--- config.mk ---
export PLATFORM = sky130hd
export DESIGN_NAME = page_buffer_pool_manager
export DESIGN_NICKNAME = d
export VERILOG_FILES = /design/src/sv/pbpm_pkg.sv /design/src/sv/pbpm_ram.sv /design/src/sv/page_buffer_pool_manager.sv
export SDC_FILE = /design/constraint.sdc
export NUM_CORES = 1
export LEC_CHECK = 0
export BUFFER_PORTS_ARGS = -buffer_cell sky130_fd_sc_hd__clkbuf_2
export CELL_PAD_IN_SITES_DETAIL_PLACEMENT = 0
export CELL_PAD_IN_SITES_GLOBAL_PLACEMENT = 1
export CORE_MARGIN = 2
export CORE_UTILIZATION = 55
export DETAILED_ROUTE_END_ITERATION = 6
export PLACE_DENSITY = 0.86
export SYNTH_ARGS = -nofsm -noshare
export SYNTH_HDL_FRONTEND = slang
export SYNTH_HIERARCHICAL = 1
export SYNTH_SLANG_ARGS = --single-unit
--- constraint.sdc ---
create_clock -name clk -period 9.3 [get_ports clk]
set_input_delay 1.395 -clock clk [delete_from_list [all_inputs] [get_ports clk]]
set_output_delay 1.395 -clock clk [all_outputs]
set_load 0.02 [all_outputs]
--- src/sv/pbpm_pkg.sv ---
// ----------------------------------------------------------------------------
// pbpm_pkg
// Codes and types shared by the page buffer pool manager.
// ----------------------------------------------------------------------------
package pbpm_pkg;

  typedef enum logic [2:0] {
    OP_LOAD       = 3'd0,
    OP_OBTAIN     = 3'd1,
    OP_RELEASE    = 3'd2,
    OP_MARK_DIRTY = 3'd3,
    OP_QUERY      = 3'd4
  } op_t;

  typedef enum logic [1:0] {
    STAT_OK       = 2'd0,
    STAT_NO_FREE  = 2'd1,
    STAT_BAD_SLOT = 2'd2
  } status_t;

  typedef enum logic [2:0] {
    S_IDLE,
    S_SRCH,
    S_POP_RD,
    S_POP_WR,
    S_RD,
    S_WR,
    S_RESP
  } state_t;

  localparam int unsigned COUNT_W = 16;
  localparam logic [COUNT_W-1:0] COUNT_MAX = 16'h7FFF;

endpackage

--- src/sv/pbpm_ram.sv ---
// ----------------------------------------------------------------------------
// pbpm_ram
// Generic simple dual port RAM: one write port, one read port, registered read.
// ----------------------------------------------------------------------------
module pbpm_ram #(
  parameter int WIDTH = 32,
  parameter int DEPTH = 16
) (
  input  logic                     clk,
  input  logic                     we,
  input  logic [$clog2(DEPTH)-1:0] waddr,
  input  logic [WIDTH-1:0]         wdata,
  input  logic                     re,
  input  logic [$clog2(DEPTH)-1:0] raddr,
  output logic [WIDTH-1:0]         rdata
);

  logic [WIDTH-1:0] mem [DEPTH];

  always_ff @(posedge clk) begin
    if (we) begin
      mem[waddr] <= wdata;
    end
    if (re) begin
      rdata <= mem[raddr];
    end
  end

endmodule

--- src/sv/page_buffer_pool_manager.sv ---
// ----------------------------------------------------------------------------
// page_buffer_pool_manager
// Buffer slot pool: free list, reference counts, dirty marks and an
// offset-to-slot map, run by a small sequencer over two slot RAMs.
// ----------------------------------------------------------------------------
//  channel | signals                                  | role
//  --------+------------------------------------------+----------------------
//  in      | in_valid, in_stall, opcode,              | one request per beat
//          | block_offset, slot_index                 |
//  out     | out_valid, out_stall, status, result_slot| one result per beat
//          | hit, fetch_request, writeback_request,   |
//          | writeback_offset, writeback_slot         |
//
// Load: the offset RAM is scanned for the offset, a hit ending the scan; on a
// miss a free slot is popped unless the pool is full, then the result is
// handed off. The offset RAM read port scans one slot per cycle through a
// single compare. Other opcodes: read, modify, write of the slot word, then
// hand off the result. Bad index or unused opcode: straight to the result.
// One request at a time; in_stall is high from accept until the result beat
// is taken. Per-slot init bits stand in for RAM clear.
// ----------------------------------------------------------------------------
module page_buffer_pool_manager #(
  parameter int SLOTS = 16
) (
  input  logic                 clk,
  input  logic                 rst,
  input  logic                 in_valid,
  output logic                 in_stall,
  input  logic [2:0]           opcode,
  input  logic [31:0]          block_offset,
  input  logic [7:0]           slot_index,
  output logic                 out_valid,
  input  logic                 out_stall,
  output pbpm_pkg::status_t    status,
  output logic [7:0]           result_slot,
  output logic                 hit,
  output logic                 fetch_request,
  output logic                 writeback_request,
  output logic [31:0]          writeback_offset,
  output logic [7:0]           writeback_slot
);

  import pbpm_pkg::*;

  localparam int AW = $clog2(SLOTS);
  localparam int HW = $clog2(SLOTS + 1);
  localparam int SW = HW + 1 + COUNT_W;
  localparam logic [HW-1:0] END_CODE = HW'(SLOTS);

  state_t state, state_next;

  logic [2:0]       op_q;
  logic [31:0]      off_q;
  logic [AW-1:0]    idx_q;
  logic [HW-1:0]    scan;
  logic             pend;
  logic [AW-1:0]    prev;
  logic [HW-1:0]    free_head;
  logic [AW-1:0]    rd_slot;
  logic [SLOTS-1:0] mapped;
  logic [SLOTS-1:0] touched;

  // offset RAM
  logic          ofs_we;
  logic [AW-1:0] ofs_waddr;
  logic          ofs_re;
  logic [AW-1:0] ofs_raddr;
  logic [31:0]   ofs_rdata;

  // slot word RAM: {link, dirty, count}
  logic          st_we;
  logic [SW-1:0] st_wdata;
  logic          st_re;
  logic [AW-1:0] st_raddr;
  logic [SW-1:0] st_rdata;

  logic [SW-1:0]      cur_word;
  logic [HW-1:0]      cur_link;
  logic               cur_dirty;
  logic [COUNT_W-1:0] cur_cnt;
  logic [COUNT_W-1:0] cnt_dec;
  logic               rel_keep;
  logic               scan_hit;
  logic               idx_ok;

  pbpm_ram #(.WIDTH(32), .DEPTH(SLOTS)) u_ofs_ram (
    .clk   (clk),
    .we    (ofs_we),
    .waddr (ofs_waddr),
    .wdata (off_q),
    .re    (ofs_re),
    .raddr (ofs_raddr),
    .rdata (ofs_rdata)
  );

  pbpm_ram #(.WIDTH(SW), .DEPTH(SLOTS)) u_st_ram (
    .clk   (clk),
    .we    (st_we),
    .waddr (idx_q),
    .wdata (st_wdata),
    .re    (st_re),
    .raddr (st_raddr),
    .rdata (st_rdata)
  );

  // untouched slot reads as its reset word
  assign cur_word  = touched[rd_slot] ? st_rdata
                                      : {HW'(rd_slot) + HW'(1), 1'b0, COUNT_W'(0)};
  assign cur_link  = cur_word[SW-1 -: HW];
  assign cur_dirty = cur_word[COUNT_W];
  assign cur_cnt   = cur_word[COUNT_W-1:0];
  assign cnt_dec   = cur_cnt - COUNT_W'(1);
  assign rel_keep  = (cnt_dec != '0) && !cnt_dec[COUNT_W-1];
  assign scan_hit  = pend && mapped[prev] && (ofs_rdata == off_q);
  assign idx_ok    = {1'b0, slot_index} < 9'(SLOTS);

  // next state
  always_comb begin
    state_next = state;
    unique case (state)
      S_IDLE: begin
        if (in_valid) begin
          if (opcode == OP_LOAD) begin
            state_next = S_SRCH;
          end else if (opcode > OP_QUERY || !idx_ok) begin
            state_next = S_RESP;
          end else begin
            state_next = S_RD;
          end
        end
      end
      S_SRCH: begin
        if (scan_hit) begin
          state_next = S_RESP;
        end else if (!pend && scan == END_CODE) begin
          state_next = (free_head == END_CODE) ? S_RESP : S_POP_RD;
        end
      end
      S_POP_RD: state_next = S_POP_WR;
      S_POP_WR: state_next = S_RESP;
      S_RD:     state_next = S_WR;
      S_WR:     state_next = S_RESP;
      S_RESP: begin
        if (!out_stall) begin
          state_next = S_IDLE;
        end
      end
      default:  state_next = S_IDLE;
    endcase
  end

  // outputs and RAM controls
  always_comb begin
    in_stall  = 1'b1;
    out_valid = 1'b0;
    ofs_we    = 1'b0;
    ofs_waddr = rd_slot;
    ofs_re    = 1'b0;
    ofs_raddr = idx_q;
    st_we     = 1'b0;
    st_wdata  = cur_word;
    st_re     = 1'b0;
    st_raddr  = idx_q;
    unique case (state)
      S_IDLE: in_stall = 1'b0;
      S_SRCH: begin
        ofs_re    = (scan < END_CODE);
        ofs_raddr = scan[AW-1:0];
      end
      S_POP_RD: begin
        st_re    = 1'b1;
        st_raddr = free_head[AW-1:0];
      end
      S_POP_WR: ofs_we = 1'b1;
      S_RD: begin
        st_re  = 1'b1;
        ofs_re = 1'b1;
      end
      S_WR: begin
        case (op_q)
          OP_OBTAIN: begin
            st_we    = 1'b1;
            st_wdata = {cur_link, cur_dirty,
                        (cur_cnt == COUNT_MAX) ? cur_cnt : cur_cnt + COUNT_W'(1)};
          end
          OP_RELEASE: begin
            st_we = 1'b1;
            if (rel_keep) begin
              st_wdata = {cur_link, cur_dirty, cnt_dec};
            end else if (!mapped[rd_slot]) begin
              st_wdata = {cur_link, 1'b0, COUNT_W'(0)};
            end else begin
              st_wdata = {free_head, 1'b0, COUNT_W'(0)};
            end
          end
          OP_MARK_DIRTY: begin
            st_we    = 1'b1;
            st_wdata = {cur_link, 1'b1, cur_cnt};
          end
          default: st_we = 1'b0;
        endcase
      end
      S_RESP:  out_valid = 1'b1;
      default: in_stall = 1'b1;
    endcase
  end

  always_ff @(posedge clk) begin
    if (rst) begin
      state     <= S_IDLE;
      free_head <= '0;
      mapped    <= '0;
      touched   <= '0;
      pend      <= 1'b0;
    end else begin
      state <= state_next;
      if (st_we) begin
        touched[idx_q] <= 1'b1;
      end
      unique case (state)
        S_IDLE: begin
          if (in_valid) begin
            op_q              <= opcode;
            off_q             <= block_offset;
            idx_q             <= slot_index[AW-1:0];
            scan              <= '0;
            pend              <= 1'b0;
            status            <= (opcode != OP_LOAD && opcode <= OP_QUERY && !idx_ok)
                                 ? STAT_BAD_SLOT : STAT_OK;
            result_slot       <= '0;
            hit               <= 1'b0;
            fetch_request     <= 1'b0;
            writeback_request <= 1'b0;
            writeback_offset  <= '0;
            writeback_slot    <= '0;
          end
        end
        S_SRCH: begin
          if (scan_hit) begin
            result_slot <= 8'(prev);
            hit         <= 1'b1;
          end else if (!pend && scan == END_CODE && free_head == END_CODE) begin
            status <= STAT_NO_FREE;
          end
          pend <= (scan < END_CODE);
          prev <= scan[AW-1:0];
          if (scan < END_CODE) begin
            scan <= scan + HW'(1);
          end
        end
        S_POP_RD: rd_slot <= free_head[AW-1:0];
        S_POP_WR: begin
          free_head        <= cur_link;
          mapped[rd_slot]  <= 1'b1;
          result_slot      <= 8'(rd_slot);
          fetch_request    <= 1'b1;
        end
        S_RD: rd_slot <= idx_q;
        S_WR: begin
          case (op_q)
            OP_OBTAIN: result_slot <= 8'(rd_slot);
            OP_RELEASE: begin
              if (!rel_keep && mapped[rd_slot]) begin
                if (cur_dirty) begin
                  writeback_request <= 1'b1;
                  writeback_offset  <= ofs_rdata;
                  writeback_slot    <= 8'(rd_slot);
                end
                mapped[rd_slot] <= 1'b0;
                free_head       <= HW'(rd_slot);
              end
            end
            OP_QUERY: writeback_offset <= mapped[rd_slot] ? ofs_rdata : 32'd0;
            default: ;
          endcase
        end
        S_RESP: ;
        default: ;
      endcase
    end
  end

  // no new request while a result beat waits
  a_busy_while_out: assert property (@(posedge clk) disable iff (rst)
    out_valid |-> in_stall) else $error("request taken while result pending");

  a_head_range: assert property (@(posedge clk) disable iff (rst)
    free_head <= END_CODE) else $error("free list head out of range");

  a_pop_unmapped: assert property (@(posedge clk) disable iff (rst)
    state == S_POP_WR |-> !mapped[rd_slot]) else $error("popped a mapped slot");

  a_hit_no_fetch: assert property (@(posedge clk) disable iff (rst)
    out_valid && hit |-> !fetch_request && status == STAT_OK)
    else $error("hit with fetch or error");

  a_wb_on_release: assert property (@(posedge clk) disable iff (rst)
    out_valid && writeback_request |-> op_q == OP_RELEASE)
    else $error("writeback outside release");

endmodule

==> Word-level counts from Yosys, hierarchy flattened <==
Memories as Yosys holds them, arrays and structs flattened. A register that Yosys moved wholly into a read port is not among the register bits.
Cells that the tools add are included.
{ "totals": {"regBits": 146, "mem_bits_rw": 864, "input_bits": 47, "output_inout_bits": 55, "wordCells": 182, "n_memories": 2} }
{ "memory_table": {"columns": ["memory", "words", "word_bits", "read_ports", "rd_clocked_by_memory_dff", "write_ports", "line_no", "text"], "rows": [
  ["u_ofs_ram.mem", 16, 32, 1, 1, 1, "pbpm_ram.sv:18", "logic [WIDTH-1:0] mem [DEPTH];"],
  ["u_st_ram.mem", 16, 22, 1, 1, 1, "pbpm_ram.sv:18", null]
]} }
{ "classes": {"addsub": 4, "magnitude_cmp": 9, "n_eq_ne": 28, "muxes": 75, "bitwise_logic": 5, "n_reduce_logical": 41} }
{ "ops": {"columns": ["op", "n"], "rows": [
  ["$mux W32", 4],
  ["$pmux W32 S2", 2],
  ["$mux W22", 4],
  ["$pmux W22 S3", 1],
  ["$mux W16", 3],
  ["$mux W8", 6],
  ["$eq A32 B32 Y1", 1],
  ["$or A16 B16 Y16", 2],
  ["$pmux W16 S2", 1],
  ["$pmux W8 S4", 1],
  ["$mux W1", 20],
  ["$mux W5", 4],
  ["$pmux W5 S2", 2],
  ["$mux W3", 6],
  ["$ne A2 B2 Y1 const B", 9],
  ["$pmux W3 S6", 1],
  ["$add A16 B1 Y16 const B", 1],
  ["$and A16 B16 Y16", 1],
  ["$eq A16 B15 Y1 const B", 1],
  ["$not A16 Y16", 1],
  ["$pmux W8 S2", 1],
  ["$reduce_bool A16 Y1", 1],
  ["$sub A16 B1 Y16 const B", 1],
  ["$lt A4 B5 Y1 const B", 3],
  ["other kinds (36)", 85]
]} }

==> Depth between registers and ports, before layout <==
Gate-level depths: netlist of run 1.
{ "depth": {"word_depth": 11, "ltp_mapped": 15, "depth_no_buf": 12} }

==> Modules after synthesis <==
The synthesis of run 1 kept the hierarchy.
{ "modules_own_cells": {"columns": ["module", "n_inst", "cells_per_inst", "area_per_inst_um2", "seq_area_each_um2"], "rows": [
  ["pbpm_ram (u_ofs_ram)", 1, 838, 20156.8, 16335.7],
  ["pbpm_ram (u_st_ram)", 1, 583, 14042.2, 11230.8],
  ["page_buffer_pool_manager", 1, 760, 7808.7, 3733.6]
]} }

==> Worst setup path before layout of run 1 <==
Ideal clock, no wire load.
{ "synth_path": {"path_kind": "register to register", "start": "reg rd_slot[0] (netlist: ofs_waddr[0])", "end": "reg writeback_offset[0], enable pin", "setup_ns": 0.480, "t_arrival_ns": 6.433, "required_time_ns": 8.820, "setup_slack_ns": 2.387, "stages_incl_launch_ff": 15, "n_path_buf": 4, "period_less_slack_ns": 6.913, "cell_sequence": "edfxtp_1 -> buf_6 -> mux4_2 -> mux4_2 -> buf_1 -> clkbuf_1 -> nand2_1 -> ha_1 -> clkbuf_8 -> nand3_1 -> o31ai_4 -> nand3_1 -> o31a_1 -> or3b_1 -> a311oi_1"} }
{ "synth_via": {"elab_chain_cells": 10, "elab_cells_between_ends": 14, "cone_classes": "add/sub: 1; eq/ne: 2; mux: 5; reduce/logical: 6"} }
{ "synth_rtl": {"columns": ["item", "line_no", "text"], "rows": [
  ["start, declared", "page_buffer_pool_manager.sv:59", "logic [AW-1:0] rd_slot;"],
  ["start signal, assigned", "page_buffer_pool_manager.sv:251", "S_POP_RD: rd_slot <= free_head[AW-1:0];"],
  ["start signal, assigned", "page_buffer_pool_manager.sv:258", "S_RD: rd_slot <= idx_q;"],
  ["$bmux W1 S4", "page_buffer_pool_manager.sv:107", "assign cur_word = touched[rd_slot] ? st_rdata"],
  ["$mux W1 (implied by the code)", "page_buffer_pool_manager.sv:107", null],
  ["$mux W22", "page_buffer_pool_manager.sv:107", null],
  ["$sub A16 B1 Y16", "page_buffer_pool_manager.sv:112", "assign cnt_dec = cur_cnt - COUNT_W'(1);"],
  ["$reduce_bool A16 Y1 or $logic_not A1 Y1 (tied branches)", "page_buffer_pool_manager.sv:113", "assign rel_keep = (cnt_dec != '0) && !cnt_dec[COUNT_W-1];"],
  ["$logic_and A1 B1 Y1", "page_buffer_pool_manager.sv:113", null],
  ["$logic_not A1 Y1", "page_buffer_pool_manager.sv:263", "if (!rel_keep && mapped[rd_slot]) begin"],
  ["$logic_and A1 B1 Y1", "page_buffer_pool_manager.sv:263", null],
  ["$ne A3 B3 Y1 (no line)", null, null],
  ["$reduce_and A6 Y1 (no line) *", null, null],
  ["end signal, assigned", "page_buffer_pool_manager.sv:266", "writeback_offset <= ofs_rdata;"],
  ["end signal, assigned", "page_buffer_pool_manager.sv:273", "OP_QUERY: writeback_offset <= mapped[rd_slot] ? ofs_rdata : 32'd0;"],
  ["end, declared", "page_buffer_pool_manager.sv:39", "output logic [31:0] writeback_offset,"]
]} }
Every way passes the cells marked *; elsewhere a longest branch is shown, timed or not. The select of a mux whose other input is x is not followed.
A chain may end at the register's enable or synchronous reset.

==> Worst setup path in the final report of run 1 <==
{ "layout_path": {"start": "reg rd_slot[0] (netlist: ofs_waddr[0])", "end": "mem u_st_ram/mem[0][21] (netlist name), data pin"} }
{ "layout_via": {"elab_chain_cells": 9, "elab_cells_between_ends": 14, "cone_classes": "add/sub: 2; mux: 9; reduce/logical: 3"} }
{ "layout_rtl": {"columns": ["item", "line_no", "text"], "rows": [
  ["$bmux W1 S4", "page_buffer_pool_manager.sv:107", null],
  ["$mux W1 (implied by the code)", "page_buffer_pool_manager.sv:107", null],
  ["$mux W22", "page_buffer_pool_manager.sv:107", null],
  ["$sub A16 B1 Y16", "page_buffer_pool_manager.sv:112", null],
  ["$reduce_bool A16 Y1 or $logic_not A1 Y1 (tied branches)", "page_buffer_pool_manager.sv:113", null],
  ["$logic_and A1 B1 Y1", "page_buffer_pool_manager.sv:113", null],
  ["$mux W22", "page_buffer_pool_manager.sv:188", "if (rel_keep) begin"],
  ["$pmux W22 S3", "page_buffer_pool_manager.sv:180", "case (op_q)"],
  ["$mux W22 *", "page_buffer_pool_manager.sv:164", "unique case (state)"],
  ["net st_wdata[21]", "page_buffer_pool_manager.sv:72", "logic [SW-1:0] st_wdata;"],
  ["end, declared", "pbpm_ram.sv:18", null]
]} }
The timed path passes the listed nets; every way through them passes the cells marked *. The select of a mux whose other input is x is not followed.

==> results of run 1 <==
[critical path, stage by stage, from the launching register on]
cell and delay, ns:
edfxtp_1 1.03, mux4_1 0.65, mux4_2 0.47, buf_4 0.29, nand2_1 0.23, ha_1 0.48
and2b_2 0.23, nand4_1 0.11, xnor2_1 0.24, nand2_1 0.12, o31a_1 0.34, nor2_1 0.13
buf_4 0.30, mux2i_1 0.89
[metrics by stage]
step	hold slack, ns	cells	util (%)	cell area, um^2
detailed placement	0.448	3188	57.7	43700
CTS	0.464	3376	62.2	47100
global route	0.502	3376	62.2	47100
global placement	0.438	3188	57.7	43700
finish	0.466	3376	62.2	47100
floorplan	0.428	2188	-	42000
[state kept, by name, indices dropped and copies added, names as in the netlist, 5 cells and up, named ones only]
signal	flops
u_ofs_ram/mem	512
off_q	32
u_st_ram/rdata	22
u_st_ram/mem	352
touched	16
free_head	5
scan	5
u_ofs_ram/rdata	32
writeback_offset	32
[cells in the mapped netlist (all sizes together) (34+ instances only)]
master and instances:
dfxtp 41, a22oi 113, xnor2 39, buf 67, nor3 34, edfxtp 1015
and2 39, nand2 109, nor2 91, clkbuf 65, a21oi 38, mux4 230
[layer usage]
layer / vias up / GRT usage (%)
met3: 201 / 3.49
met4: 2 / 9.26
met5: - / 0
li1: 9186 / -
met1: 11510 / 33.6
met2: 1057 / 43.4
[report_power, final]
part | leakage, nW | total, mW | switching (mW) | internal, mW
registers | 9.41 | 6.20 | 0.424 | 5.78
clock network | 1.63 | 4.14 | 1.78 | 2.36
logic | 3.83 | 2.94 | 1.71 | 1.23
[how the worst max path moves through the flow]
| stage | start | endpoint | slack (ns) | cells past startpoint |
|---|---|---|---|---|
| 2_1_floorplan | ofs_waddr[0] | writeback_offset[0] | 2.39 | 14 |
| 3_3_place_gp | ofs_waddr[0] | writeback_offset[15] | 3.55 | 13 |
| 5_1_grt | ofs_waddr[0] | u_st_ram/mem[13][18] | 2.93 | 13 |
| 3_5_place_dp | ofs_waddr[0] | writeback_offset[15] | 3.43 | 13 |
| 6_report | ofs_waddr[0] | u_st_ram/mem[0][21] | 3.40 | 13 |
| 4_1_cts | ofs_waddr[0] | u_st_ram/mem[6][21] | 3.45 | 13 |
[area by class of cell]
cell class | count | area (um^2) | area share (%)
Timing Repair Buffer | 154 | 936 | 1.99
Clock inverter | 58 | 639 | 1.36
Clock buffer | 130 | 2750 | 5.84
Tap cell | 978 | 1220 | 2.60
Multi-Input combinational cell | 975 | 10200 | 21.6
Sequential cell | 1056 | 31300 | 66.4
Inverter | 25 | 93.8 | 0.199
[logic make-up after synthesis]
kind of cell | count (synthesis) | synth area share, %
other | 1 | 0.00893
buffers and inverters | 157 | 2.01
adder cells (fa/ha/maj) | 11 | 0.328
XOR/XNOR | 46 | 0.959
AO/OA/AOI/OAI | 271 | 4.74
flip-flops | 1056 | 74.5
multiplexers | 248 | 12.8
AND/OR/NAND/NOR | 391 | 4.62
==> flow_summary_export.csv, run 1 <==
group,metric,value,unit
status,status,"finished, final reports clean",
synth,ys_async_sr_fraction,0,%
synth,syn_inst,2181,
synth,syn_area,42000,um^2
layout,final_common_cell,"edfxtp_1",
synth,yosys.area.top_type,"edfxtp_1",
timing,worst_slack,3.40,ns
timing,hold_violations,0,
setup_path,ff2ff_path_depth,13,
cts,clockBufferDepth,3,
cts,cts_buffers,104,
detailed_routing,wl_met1,37200,um
layout,syn2layout_area_growth,12.2,%
min_path,hold_path_depth,2,
timing,clock-skew-final,0.0578,ns
grt,antenna_found_initial,2,
synth,synth_warnings,6,
synth,yosys.cell_types.count,78,
detailed_routing,top_layer,"met5",
flow_run,drv_cap,0,
grt,grt_max_degree,90,
floorplan,row_count,101,
timing,fin_crit,5.90,ns
setup_path,end_kind,"flop",
detailed_routing,wl_met2,51000,um
setup_path,crit_required,9.59,ns
detailed_routing,drt_iter0_drc,2192,
cts,insertion_delay,0.69,ns
timing,max_freq,170,MHz
pwr,peakVddDrop,0.000205,V
timing,relSlewSlack,20.5,%
synth,syn_area_per_cell,19.3,um^2
cts,cts_tree,"built",
grt,grt_pass1_wl,145000,um
detailed_routing,routedWlPerCell,29.3,um
timing,tns,0,ns
detailed_routing,routed_wl,98900,um
timing,tightest_slew,1.19,ns
cts,post-cts-setup-buffers,0,
cts,cts_resized,0,
synth,synth_edf_count,1015,
floorplan,core,75800,um^2
layout,mostFrequentLayoutCells,"edfxtp_1, mux4_2, nand2_1",
min_path,hold_start,"touched[9]",
grt,gr-usage-all-layers,25.4,%
floorplan,die_y,280,um
placed_design,dp_hpwl,54200,um
min_path,worst_hold_path.endpoint,"touched[9]",
layout,antenna_cells,0,
floorplan,die_area,78600,um^2
cts,clock_sinks,1056,
synth,synth_flop_cell,"edfxtp_1",
floorplan,initial_utilization,55.4,%
setup_path,cp.arrival,6.19,ns
cts,clkTransAtPathRegs,0.06,ns
setup_path,r2r-end,"u_st_ram/mem[0][21]",
placed_design,post-place-ws,3.43,ns
cts,postCtsHoldBufs,0,
placed_design,place_congestion,0.912,
floorplan,die_w,280,um
layout,drive_gt1_share,26.0,%
pwr,leakagePower,14.9,nW
synth,synth_seq_cells,1056,
synth,synth_top_area_share,72.6,%
cts,root_buffer,"clkbuf_16",
synth,yosysSeqAreaShare,74.5,%
pwr,cellPowerDensity,282,nW/um^2
timing,rsz0062_at_grt,"false",
min_path,hold_class,"flop to flop",
detailed_routing,dr.pass1.iters,5,
grt,grt_pass1_vias,22475,
detailed_routing,vias,21956,
detailed_routing,avgViaCountPerCell,6.50,
setup_path,ff2ff_setup_slack,3.40,ns
detailed_routing,drc,0,
cts,htree_num_levels,3,
timing,period_share,63.4,%
timing,maxSlewViolCount,0,
layout,fillers,5099,
setup_path,worst-setup-path-type,"flop to flop",
setup_path,cp-start-kind,"flop",
detailed_routing,ant_nets,0,
pwr,fin_total_pwr,13.3,mW
synth,synth_area_leaders,"edfxtp_1, mux4_2, dfxtp_1, a22oi_1, nand2_1",
timing,setup_viol,0,
setup_path,r2r_start,"ofs_waddr[0]",
setup_path,cp_max_fo,44,
detailed_routing,met3_length,7520,um
placed_design,port_buffers,93,
floorplan,io_pins,102,
grt,overflow,0,
layout,nets,2374,
Power figures use the tool's default switching activity.
==> run 2, diff against run 1 <==
--- a/config.mk
+++ b/config.mk
@@ -9,9 +9,9 @@
 export CELL_PAD_IN_SITES_DETAIL_PLACEMENT = 0
 export CELL_PAD_IN_SITES_GLOBAL_PLACEMENT = 1
 export CORE_MARGIN = 2
-export CORE_UTILIZATION = 55
+export CORE_UTILIZATION = 49
 export DETAILED_ROUTE_END_ITERATION = 6
-export PLACE_DENSITY = 0.86
+export PLACE_DENSITY = 0.81
 export SYNTH_ARGS = -nofsm -noshare
 export SYNTH_HDL_FRONTEND = slang
 export SYNTH_HIERARCHICAL = 1
==> constraint.sdc (replaced) <==
create_clock -name clk -period 5.4 [get_ports clk]
set_input_delay 0.81 -clock clk [delete_from_list [all_inputs] [get_ports clk]]
set_output_delay 0.81 -clock clk [all_outputs]
set_load 0.02 [all_outputs]
==> run 2 against run 1 <==
Against the previous run: critical endpoint is now writeback_offset[23]; non-clock buffer count is 22 higher; worst setup slack got worse by 3.0 ns; via count up 0.13%; register-to-register slack got worse by 3.0 ns; clock power up 72%; sequential cell count unchanged; sequential share of layout area is 0.71 points lower; global-route usage down 2.4 points.
==> flow_summary_export.csv, run 2 (synthesis results as in run 1) <==
group,metric,value,unit
status,status,"finished, final reports clean",
grt,gr-usage-all-layers,23.0,%
layout,largest_reg_flops,512,
layout,antenna_cells,0,
min_path,hold_path_depth,1,
cts,postCtsHoldBufs,0,
placed_design,port_buffers,93,
setup_path,worst-setup-path-type,"flop to flop",
cts,cts_tree,"built",
detailed_routing,ant_nets,0,
flow_run,drv_cap,0,
cts,post-cts-setup-buffers,0,
floorplan,core,85000,um^2
layout,drive_gt1_share,26.5,%
setup_path,r2r-end,"writeback_offset[23]",
timing,clock-skew-final,0.0613,ns
layout,nets,2395,
cts,cts_resized,0,
detailed_routing,dr.pass1.iters,7,
setup_path,cp-start-kind,"flop",
grt,grt_pass1_wl,150000,um
pwr,p_switching,6.86,mW
pwr,cellPowerDensity,485,nW/um^2
timing,rsz0062_at_grt,"false",
pwr,p_int,16.2,mW
setup_path,ff2ff_path_depth,12,
floorplan,die_area,88100,um^2
floorplan,die_w,297,um
floorplan,io_pins,102,
layout,final_common_cell,"edfxtp_1",
setup_path,critPathLaunch,"ofs_waddr[2]",
pwr,pwr-share-comb,22.9,%
setup_path,crit_required,5.73,ns
cts,cts_buffers,103,
placed_design,place_congestion,0.897,
setup_path,cp_max_fo,32,
cts,htree_num_levels,3,
pwr,leakagePower,15.0,nW
min_path,hold_class,"input port to flop",
layout,syn2layout_area_growth,13.4,%
layout,fillers,6242,
setup_path,end_kind,"flop",
pwr,peakVddDrop,0.000408,V
timing,max_freq,202,MHz
floorplan,row_count,107,
layout,top_regs,"u_ofs_ram/mem (512), u_st_ram/mem (352)",
timing,maxSlewViolCount,0,
grt,antenna_found_initial,2,
cts,insertion_delay,0.70,ns
floorplan,initial_utilization,49.4,%
setup_path,ff2ff_setup_slack,0.45,ns
placed_design,dp_hpwl,58600,um
grt,grt_max_degree,129,
pwr,p_seq_share,46.2,%
timing,hold_violations,0,
setup_path,r2r_start,"ofs_waddr[2]",
timing,tns,0,ns
cts,clockBufferDepth,3,
cts,clock_sinks,1056,
cts,root_buffer,"clkbuf_16",
pwr,swShare,29.7,%
detailed_routing,vias,21985,
detailed_routing,routed_wl,101000,um
detailed_routing,drc,0,
pwr,clockPowerShare,30.9,%
detailed_routing,drt_iter0_drc,2850,
timing,period_share,91.8,%
detailed_routing,routedWlPerCell,28.4,um
grt,grt_pass1_vias,22447,
floorplan,die_y,297,um
min_path,hold_start,"block_offset[11]",
pwr,fin_total_pwr,23.1,mW
cts,clkTransAtPathRegs,0.06,ns
grt,overflow,0,
timing,setup_viol,0,
layout,finish.utilization,56.0,%
min_path,worst_hold_path.endpoint,"off_q[11]",
timing,fin_crit,4.95,ns
detailed_routing,avgViaCountPerCell,6.16,
layout,mostFrequentLayoutCells,"edfxtp_1, mux4_2, nand2_1",
setup_path,cp.arrival,5.29,ns
timing,relSlewSlack,23.3,%
layout,top_register,"u_ofs_ram/mem",
timing,tightest_slew,1.15,ns
[run 2: worst max path at each step]
stage | endpoint | slack (ns) | cells past startpoint
floorplan | writeback_offset[0] | 0.03 | 14
global placement | writeback_offset[18] | 0.58 | 12
CTS | writeback_offset[24] | 0.48 | 12
detailed placement | writeback_offset[15] | 0.51 | 12
finish | writeback_offset[23] | 0.45 | 12
global route | writeback_offset[22] | 0.24 | 12
[run 2: area by class of cell]
cell class,instances,area (um^2),share of cell area (%)
Sequential cell,1056,31300,65.7
Multi-Input combinational cell,975,10200,21.4
Clock buffer,130,2730,5.73
Tap cell,1144,1430,3.00
Timing Repair Buffer,176,1210,2.55
Clock inverter,63,683,1.43
Inverter,25,93.8,0.197
[run 2: layer usage]
layer  global-route usage, %  wire (um)  vias up
met5                       0         13        -
met4                    5.81       2200        2
met3                    4.30       8430      149
met2                    38.4      51000     1055
met1                    31.4      39600    11542
li1                        -          -     9237
[run 2: power groups by stage]
stage	registers (mW)	clock network [mW]	logic, mW
6_report	10.7	7.14	5.28
5_1_grt	10.7	7.56	5.64
4_1_cts	10.7	7.24	5.30
3_5_place_dp	10.8	0	5.27
3_3_place_gp	10.8	0	5.19
2_1_floorplan	10.5	0	3.86
[run 2: critical path, stage by stage, from the launching register on]
cell	delay, ns
edfxtp_1	0.71
mux4_1	0.40
mux4_2	0.64
nand2_1	0.20
ha_1	0.46
and2b_2	0.21
nand4_1	0.11
xnor2_1	0.27
nand2_1	0.13
o31a_1	0.34
or3b_1	0.45
a311oi_4	0.38
buf_12	0.28
[run 2: through the flow]
step | std cells | worst slack [ns] | instance area [um^2] | hold slack (ns)
floorplan | 2188 | 0.0261 | 42100 | 0.428
global placement | 3376 | 0.583 | 44200 | 0.442
detailed placement | 3376 | 0.510 | 44200 | 0.456
CTS | 3569 | 0.485 | 47600 | 0.247
global route | 3569 | 0.244 | 47600 | 0.259
finish | 3569 | 0.445 | 47600 | 0.282
